## src/rtl/wpba_pkg.sv

```systemverilog
// Shared types and constants for the weighted patch blend accumulator.
// Used by the stream interface users, the controller, the datapath and the divider.
package wpba_pkg;

    // Field widths.
    localparam int COORD_W   = 6;
    localparam int CLASS_W   = 2;
    localparam int LOGIT_W   = 32;
    localparam int WEIGHT_W  = 16;
    localparam int DIM_REG_W = 7;
    localparam int CFG_IDX_W = 2;
    localparam int PROD_W    = 48;
    localparam int CSUM_W    = 64;
    localparam int WSUM_W    = 24;
    localparam int RESULT_W  = 32;

    // Operation codes.
    localparam logic OP_ACCUMULATE = 1'b0;
    localparam logic OP_READ       = 1'b1;

    // Configuration register indexes.
    localparam logic [CFG_IDX_W-1:0] CFG_DEPTH  = 2'd0;
    localparam logic [CFG_IDX_W-1:0] CFG_HEIGHT = 2'd1;
    localparam logic [CFG_IDX_W-1:0] CFG_WIDTH  = 2'd2;

    localparam logic [DIM_REG_W-1:0] DIM_RESET  = 7'd64;
    localparam logic [WEIGHT_W-1:0]  WEIGHT_ONE = 16'd32768;

    localparam logic [RESULT_W-1:0] RESULT_MAX = 32'h7FFF_FFFF;
    localparam logic [RESULT_W-1:0] RESULT_MIN = 32'h8000_0000;

    typedef struct packed {
        logic                       operation;
        logic [CLASS_W-1:0]         class_index;
        logic [COORD_W-1:0]         voxel_z;
        logic [COORD_W-1:0]         voxel_y;
        logic [COORD_W-1:0]         voxel_x;
        logic signed [LOGIT_W-1:0]  logit;
        logic [WEIGHT_W-1:0]        weight;
    } in_item_t;

    typedef struct packed {
        logic signed [RESULT_W-1:0] normalized_value;
        logic                       uncovered;
        logic                       out_of_range;
    } out_item_t;

    typedef struct packed {
        logic [CFG_IDX_W-1:0] index;
        logic [DIM_REG_W-1:0] data;
    } cfg_item_t;

    // Controller to datapath.
    typedef struct packed {
        logic in_ready;
        logic clear;
        logic acc_write;
        logic flag_write;
        logic div_start;
        logic div_write;
    } ctrl_cmd_t;

    // Datapath to controller.
    typedef struct packed {
        logic accept;
        logic accept_read;
        logic clear_last;
        logic item_valid;
        logic wsum_zero;
        logic out_free;
        logic div_done;
    } ctrl_status_t;

endpackage

```

## src/rtl/wpba_ctrl.sv

```systemverilog
// Sequencing state machine: clearing pass, accumulate write-back, read evaluation.
// Depends on wpba_pkg for the command and status structs.
module wpba_ctrl
    import wpba_pkg::*;
(
    input  logic         clk,
    input  logic         rst_n,
    input  ctrl_status_t status,
    output ctrl_cmd_t    cmd
);
    typedef enum logic [2:0] {
        S_CLEAR,
        S_IDLE,
        S_ACC,
        S_EVAL,
        S_DIV,
        S_DONE
    } state_t;

    state_t state_reg, state_next;

    always_comb
    begin
        state_next = state_reg;
        cmd        = '0;
        case (state_reg)
            S_CLEAR:
            begin
                cmd.clear = 1'b1;
                if (status.clear_last)
                    state_next = S_IDLE;
            end
            S_IDLE:
            begin
                cmd.in_ready = 1'b1;
                if (status.accept)
                    state_next = status.accept_read ? S_EVAL : S_ACC;
            end
            S_ACC:
            begin
                cmd.acc_write = 1'b1;
                state_next    = S_IDLE;
            end
            S_EVAL:
            begin
                // Flagged reads finish here; covered voxels go to the divider.
                if (!status.item_valid || status.wsum_zero)
                begin
                    if (status.out_free)
                    begin
                        cmd.flag_write = 1'b1;
                        state_next     = S_IDLE;
                    end
                end
                else
                begin
                    cmd.div_start = 1'b1;
                    state_next    = S_DIV;
                end
            end
            S_DIV:
            begin
                if (status.div_done)
                    state_next = S_DONE;
            end
            S_DONE:
            begin
                if (status.out_free)
                begin
                    cmd.div_write = 1'b1;
                    state_next    = S_IDLE;
                end
            end
            default:
            begin
                state_next = S_IDLE;
            end
        endcase
    end

    always_ff @(posedge clk or negedge rst_n)
    begin
        if (!rst_n)
            state_reg <= S_CLEAR;
        else
            state_reg <= state_next;
    end
endmodule

```

## config.mk

```make
export PLATFORM = sky130hd
export DESIGN_NAME = wpba_ctrl
export DESIGN_NICKNAME = d
export VERILOG_FILES = /design/src/rtl/wpba_pkg.sv /design/src/rtl/wpba_ctrl.sv
export SDC_FILE = /design/constraint.sdc
export NUM_CORES = 1
export LEC_CHECK = 0
export BUFFER_PORTS_ARGS = -buffer_cell sky130_fd_sc_hd__buf_2
export CORE_AREA = 3 3 40 42
export DETAILED_ROUTE_END_ITERATION = 7
export DIE_AREA = 0 0 43 45
export PLACE_DENSITY = 0.45
export SLEW_MARGIN = 5
export SYNTH_ARGS = -nofsm -noshare
export SYNTH_HDL_FRONTEND = slang
export SYNTH_SLANG_ARGS = --single-unit
```

## constraint.sdc

```tcl
create_clock -name clk -period 2.6 [get_ports clk]
set_input_delay 0.39 -clock clk [delete_from_list [all_inputs] [get_ports clk]]
set_output_delay 0.39 -clock clk [all_outputs]
set_load 0.01 [all_outputs]
```

Word level (Yosys, flattened, before mapping) --
Index checks and enable logic that the tools add are counted.
Word-level totals: bits in registers 3, input port bits 9, output and inout port bits 6, logic and storage cells 28
Operators by class: equal/unequal tests 8, multiplexer cells 15, reductions and logical operators 4
Operators with widths (count):
- two-way mux 3 bit | 5
- case mux 3 bit (5 select lines) | 1
- two-way mux 1 bit | 8
- == test 3 x 2 -> 1 bit (second input constant) | 2
- == test 3 bit (second input constant) | 2
- inequality test 2 bit (second input constant) | 3
- == test 3 x 1 -> 1 bit (second input constant) | 1
- zero test 3 bit | 1
- AND reduction 3 bit | 1
- two-way mux 2 bit | 1
- zero test 1 bit | 1
- logical OR 1 bit | 1

Depth between registers and ports, before layout --
Gate-level depths: netlist (run 1).
depth after elaboration 4, depth in mapped cells 3, depth with buffers taken out 3

Worst setup path before layout (run 1) --
No wires, ideal clock.
path kind register to output, start reg state_reg[2], end out cmd[2] in the netlist's numbering, data arrival time 1.021 ns, required time 2.210 ns, setup slack 1.189 ns, stages on the path, launching flop included 3, path through dfrtp_1 nand2b_1 nor4_1
RTL lines:
- from (decl) | line wpba_ctrl.sv:20 | state_t state_reg, state_next;
- from (signal assigned) | line wpba_ctrl.sv:86 | state_reg <= state_next;
- to (decl) | line wpba_ctrl.sv:9 | output ctrl_cmd_t cmd

==> out/qor.txt, run 1 <==
Outcome - finished, final reports clean
Drt first-iter violations - 2
Simple-gate share of the synthesized area - 38.5%
Hold slack - 0.426 ns
CTS max path bufs - 2
Area of the core - 0.00128 sq mm
Worst Path Arrival - 1.27 ns
Vias - 228
Slew Limit Fails - 0
Routed length per instance - 9.95 microns
Largest family of logic cells by synthesized area - simple AND/OR/NAND/NOR gates
Die ar. - 0.00194 sq mm
Pin count of the biggest net entering global routing - 9
# diodes - 0
Port buffer count - 14
Gpl congestion - 0.636
Final Hold Violating Endpoints - 0
Vias in the first global route - 248
Vert. Die Dim - 45 microns
Seq pwr share - 31.8%
Initial Util - 15.7%
Leak - 0.168 nW
RSZ-0062 raised after global routing - no
Post-synthesis compound-gate area fraction - 20.5%
Mux share of post-synthesis cell area - 0%
Share of the synthesized area in the top cell type - 37.3%
Worst slew margin - 68.0%
Yosys top cell by area - dfrtp_1
Max FFs per register - 3
IO Count - 15
Min cycle time layout - 1.66 ns
Fmax - 601 MHz
Inserted Clock Buffers - 3
DRC errors left - 0
Clock Latency Late Sink - 0.23 ns
Row cnt - 13
Critical path type - register to output pin
Detail Placement HPWL - 464 microns
Post-synthesis cell count - 24
Clock share of power - 25.3%
Vias/cell - 3.93
Clk sinks - 3
Die W - 43 microns
Top cells by area, synth - dfrtp_1, nor2b_1, a22o_2, nor3_1, a2111oi_0
Sw frac - 40.8%
Net switching power - 0.130 mW
Hold Crit Class - input pin to register
Antenna Nets Post-Route - 0
CTS H-tree depth - 1
Asr flop ratio synth - 100%
Layout cells sized above 1 - 48.8%
Int Power - 0.188 mW
CP startpoint kind - register
Post-placement cell count - 53
YS warnings - 0
XOR/XNOR share of the synthesized area - 0%
Gr ovfl total - 0
Clock Skews - 0.000193 ns
GR Util All Layers - 7.67%
Crit path max fanout - 8
Top cells by instance count after synthesis - dfrtp_1, nor2b_1, nand2_1, nor2_1, nor3_1
Synth Area in Adders - 0%
Global-route wire length before repair - 993 microns
EDFF count, synth - 0
Peak supply drop - 0.000331 V
Max cap viols - 0
Final Cycle Share - 64.0%
PwrDens - 972 mW/mm^2
Non-filler cells, final - 58
Pre-CTS setup slack - 1.14 ns
Worst-path clk slew - 0.04 ns
Syn Area/Cell - 8.39 sq um
Total iterations of the first detailed-routing run - 2
Post-route setup TNS - 0 ns
Final core utilization - 25.4%
Sequential fraction of the synthesis area - 37.3%
Yosys cell types - 17
Least-Margin Pin Slew - 0.468 ns
CP Data Required Time - 2.21 ns
Initial antenna violation count - 0
Yosys reg bits - 3
Worst setup margin - 0.935 ns
Final nets - 53
Worst setup EP type - output pin
Total wire length - 577 microns
Post-synthesis net count - 33
Combinational power share - 42.9%
Mapped cell area - 201 sq um
Root Driver - clkbuf_4
Area Growth Syn to Fin - 62.1%
CTS tree - built
Synth Flop Type - dfrtp_1
Final setup violating endpoints - 0
==> routing by layer <==
metal	track usage [%]	vias up	routed length, microns
met3	4.38	0	89
met1	9.44	87	286
met2	8.98	15	201
met5	0	-	0
li1	-	126	-
met4	7.23	0	0
==> area by class of cell <==
type | count | area, sq um
inverter | 2 | 7.51
multi-input combinational | 19 | 119
sequential | 3 | 75.1
clock buffer | 4 | 26.3
tap | 15 | 18.8
timing repair buffer | 15 | 80.1
fill | 147 | 958
==> power by group through the flow <==
| stage | clock [mW] | sequential (mW) | combinational (mW) |
|---|---|---|---|
| after floorplan | 0 | 0.0918 | 0.0921 |
| after global placement | 0 | 0.102 | 0.138 |
| after detailed placement | 0 | 0.102 | 0.136 |
| after CTS | 0.0856 | 0.101 | 0.138 |
| final | 0.0804 | 0.101 | 0.136 |
| after global routing | 0.0896 | 0.107 | 0.156 |
==> stage by stage <==
step	total power, mW	cell area, sq um
2_1_floorplan	0.184	201
3_3_place_gp	0.240	290
3_5_place_dp	0.237	290
4_1_cts	0.325	327
5_1_grt	0.353	327
6_report	0.318	327
==> layout by cell type, fill, tap and decap left out, drive strengths merged, types with 2 or more instances in the layout <==
master	count
buf	14
clkbuf	4
nor2b	3
dfrtp	3
nor2	2
nand2	2
nor3	2
inv	2
a21oi	2
==> path summary, 6_finish.rpt <==
check | startpoint | to | slack, ns | cells past startpoint
worst max-delay path | state_reg[2] | cmd[2] | 0.94 | 3
worst min-delay path | status[6] | state_reg[1] | 0.43 | 3
worst max register to register | state_reg[2] | state_reg[0] | 1.41 | 3
worst min register to register | state_reg[2] | state_reg[2] | 0.65 | 1
max in group asynchronous | rst_n | state_reg[1] | 2.01 | 2
min in group asynchronous | rst_n | state_reg[2] | 0.49 | 2
==> critical path, cell delays in order, from the launching register on <==
cell,delay (ns)
dfrtp_1,0.43
nand2b_1,0.22
nor4_1,0.22
buf_2,0.17
==> kinds of logic (layout without fill, tap and decap cells) <==
logic type / Yosys count / count (layout)
buffers and inverters: 2 / 21
and+or+nand+nor: 14 / 14
DFF: 3 / 3
AOI/OAI and AO/OA: 5 / 5
==> timing repair <==
item                       4_1_cts  5_1_grt
hold endpoints to repair         3        0
hold buffers                     1        0
resized for setup                0        0
buffers inserted                 0        0
setup endpoints to repair        0        0
Note: power is estimated with default switching activity, not from simulation.
==> inputs of run 2 (changes only) <==
==> constraint.sdc (replaced) <==
create_clock -name clk -period 1.64 [get_ports clk]
set_input_delay 0.246 -clock clk [delete_from_list [all_inputs] [get_ports clk]]
set_output_delay 0.246 -clock clk [all_outputs]
set_load 0.01 [all_outputs]
==> out/qor.txt, run 2 (synthesis gave the netlist of run 1 again) <==
Outcome - finished, final reports clean
Post-placement cell count - 53 (unchanged)
DRC errors left - 0 (unchanged)
Critical path type - register to output pin
Pin count of the biggest net entering global routing - 9 (unchanged)
Row cnt - 13 (unchanged)
Layout cells sized above 1 - 51.2% (+2.3 points)
Initial Util - 15.7% (unchanged)
Total wire length - 629 microns (+9.0%)
Vert. Die Dim - 45 microns (unchanged)
CTS H-tree depth - 1 (unchanged)
CP Data Required Time - 1.39 ns (-0.82 ns)
Worst setup EP type - output pin
Clock share of power - 24.2% (-1.1 points)
CTS tree - built
Worst slew margin - 64.4% (-3.5 points)
Post-CTS Repair Setup Buffers - 0 (unchanged)
Die W - 43 microns (unchanged)
Commonest non-fill, non-tap cell in the layout - buf_2
CP startpoint kind - register
Vias - 255 (+12%)
IO Count - 15 (unchanged)
Vias/cell - 4.40 (+12%)
Seq pwr share - 31.7% (about the same)
Leak - 0.170 nW (+1.2%)
RSZ-0062 raised after global routing - no
Slew Limit Fails - 0 (unchanged)
Net switching power - 0.222 mW (+71%)
Detail Placement HPWL - 454 microns (-2.1%)
Drt first-iter violations - 6 (+4)
Max FFs per register - 3 (unchanged)
Final nets - 53 (unchanged)
Routed length per instance - 10.8 microns (+9.0%)
Clock Latency Late Sink - 0.23 ns (about the same)
Non-filler cells, final - 58 (unchanged)
Fmax - 672 MHz
Crit-path slowest cell - dfrtp_1
Max cap viols - 0 (unchanged)
Sw frac - 41.7% (+0.84 points)
Area of the core - 0.00128 sq mm (unchanged)
CTS max path bufs - 2 (unchanged)
# diodes - 0 (unchanged)
Total iterations of the first detailed-routing run - 4 (+2)
Worst-path clk slew - 0.04 ns (about the same)
Post-route design area - 334 sq um (+2.3%)
Clk sinks - 3 (unchanged)
Inserted Clock Buffers - 3 (unchanged)
Global-route wire length before repair - 1.06 mm (+6.9%)
Peak supply drop - 0.000583 V (+76%)
Die ar. - 0.00194 sq mm (unchanged)
Area Growth Syn to Fin - 65.8%
Vias in the first global route - 255 (+2.8%)
Critical path cell sequence - nand2b_4, nor4_1, buf_2
Final Hold Violating Endpoints - 0 (unchanged)
Slowest stage delay, CP - 0.45 ns (+0.02 ns)
Min cycle time layout - 1.49 ns
Gr ovfl total - 0 (unchanged)
Filler cells - 138 (-6.1%)
Crit path max fanout - 8 (unchanged)
Hold Crit Class - input pin to register
Combinational power share - 44.1% (+1.2 points)
Gpl congestion - 0.731 (+15%)
Most frequent cells in the layout - buf_2, nor2b_1, clkbuf_4, dfrtp_1
Clock Skews - 0.000463 ns (+0.000270 ns)
Port buffer count - 14 (unchanged)
Root Driver - clkbuf_4
Worst Path Arrival - 1.24 ns (-0.03 ns)
GR Util All Layers - 7.85% (+0.17 points)
Final Cycle Share - 90.7%
PwrDens - 1590 mW/mm^2 (+64%)
Least-Margin Pin Slew - 0.520 ns (+0.0517 ns)
DP Area - 290 sq um (unchanged)
Int Power - 0.310 mW (+65%)
Final setup violating endpoints - 0 (unchanged)
Initial antenna violation count - 0 (unchanged)
Antenna Nets Post-Route - 0 (unchanged)
Post-route setup TNS - 0 ns (unchanged)
[run 2: cell counts in the layout (fill, tap and decap cells not counted)]
Identical to the previous run, type by type.
[run 2: cell type report]
type / instances / area [sq um] / share of cell area [%]
Clock buffer: 4 / 26.3 / 7.87
Inverter: 2 / 7.51 / 2.25
Tap cell: 15 / 18.8 / 5.62
Sequential cell: 3 / 75.1 / 22.5
Timing Repair Buffer: 15 / 80.1 / 24.0
Multi-Input combinational cell: 19 / 126 / 37.8
[run 2: power by group through the flow]
| stage | Combinational [mW] | Clock (mW) | Sequential, mW |
|---|---|---|---|
| 2_1_floorplan | 0.146 | 0 | 0.146 |
| 3_3_place_gp | 0.219 | 0 | 0.161 |
| 3_5_place_dp | 0.215 | 0 | 0.161 |
| 4_1_cts | 0.219 | 0.135 | 0.160 |
| 5_1_grt | 0.265 | 0.147 | 0.179 |
| 6_report | 0.235 | 0.129 | 0.169 |
[run 2: worst paths after layout]
path	cells past startpoint	slack (ns)	startpoint	to
setup / recovery	3	0.15	state_reg[2]	cmd[2]
hold / removal	3	0.28	status[6]	state_reg[1]
setup reg to reg	3	0.36	state_reg[2]	state_reg[0]
hold reg to reg	2	0.64	state_reg[0]	state_reg[1]
max in group asynchronous	2	1.19	rst_n	state_reg[0]
min in group asynchronous	2	0.34	rst_n	state_reg[2]
[run 2: per-stage QoR]
stage	hold slack (ns)	power, mW	utilization [%]	setup slack (ns)
5_1_grt	0.294	0.591	26.0	0.0395
4_1_cts	0.275	0.515	25.4	0.109
2_1_floorplan	-0.0496	0.292	-	0.373
3_3_place_gp	0.0462	0.380	22.6	0.367
3_5_place_dp	0.0423	0.376	22.6	0.373
6_report	0.285	0.532	26.0	0.153
[run 2: worst max-delay path: cells and delay by family (launching register included)]
kind,cells,cell delay (ns)
buf+inv,1,0.17
flops,1,0.45
simple gates,2,0.39
[run 2: per-layer routing]
layer / vias to the layer above / share of wire (%) / routed length (microns) / GRT usage, %
li1: 125 / - / - / -
met1: 113 / 50 / 315 / 10.7
met2: 17 / 37 / 234 / 9.58
met3: 0 / 13 / 80 / 3.59
met4: 0 / 0 / 0 / 5.42
met5: - / 0 / 0 / 0
[run 2: repair_timing]
action | CTS | global route
endpoints found under the hold margin | 3 | 0
gates resized for setup | 0 | 1
setup endpoints to repair | 0 | 1
hold buffers | 1 | 0
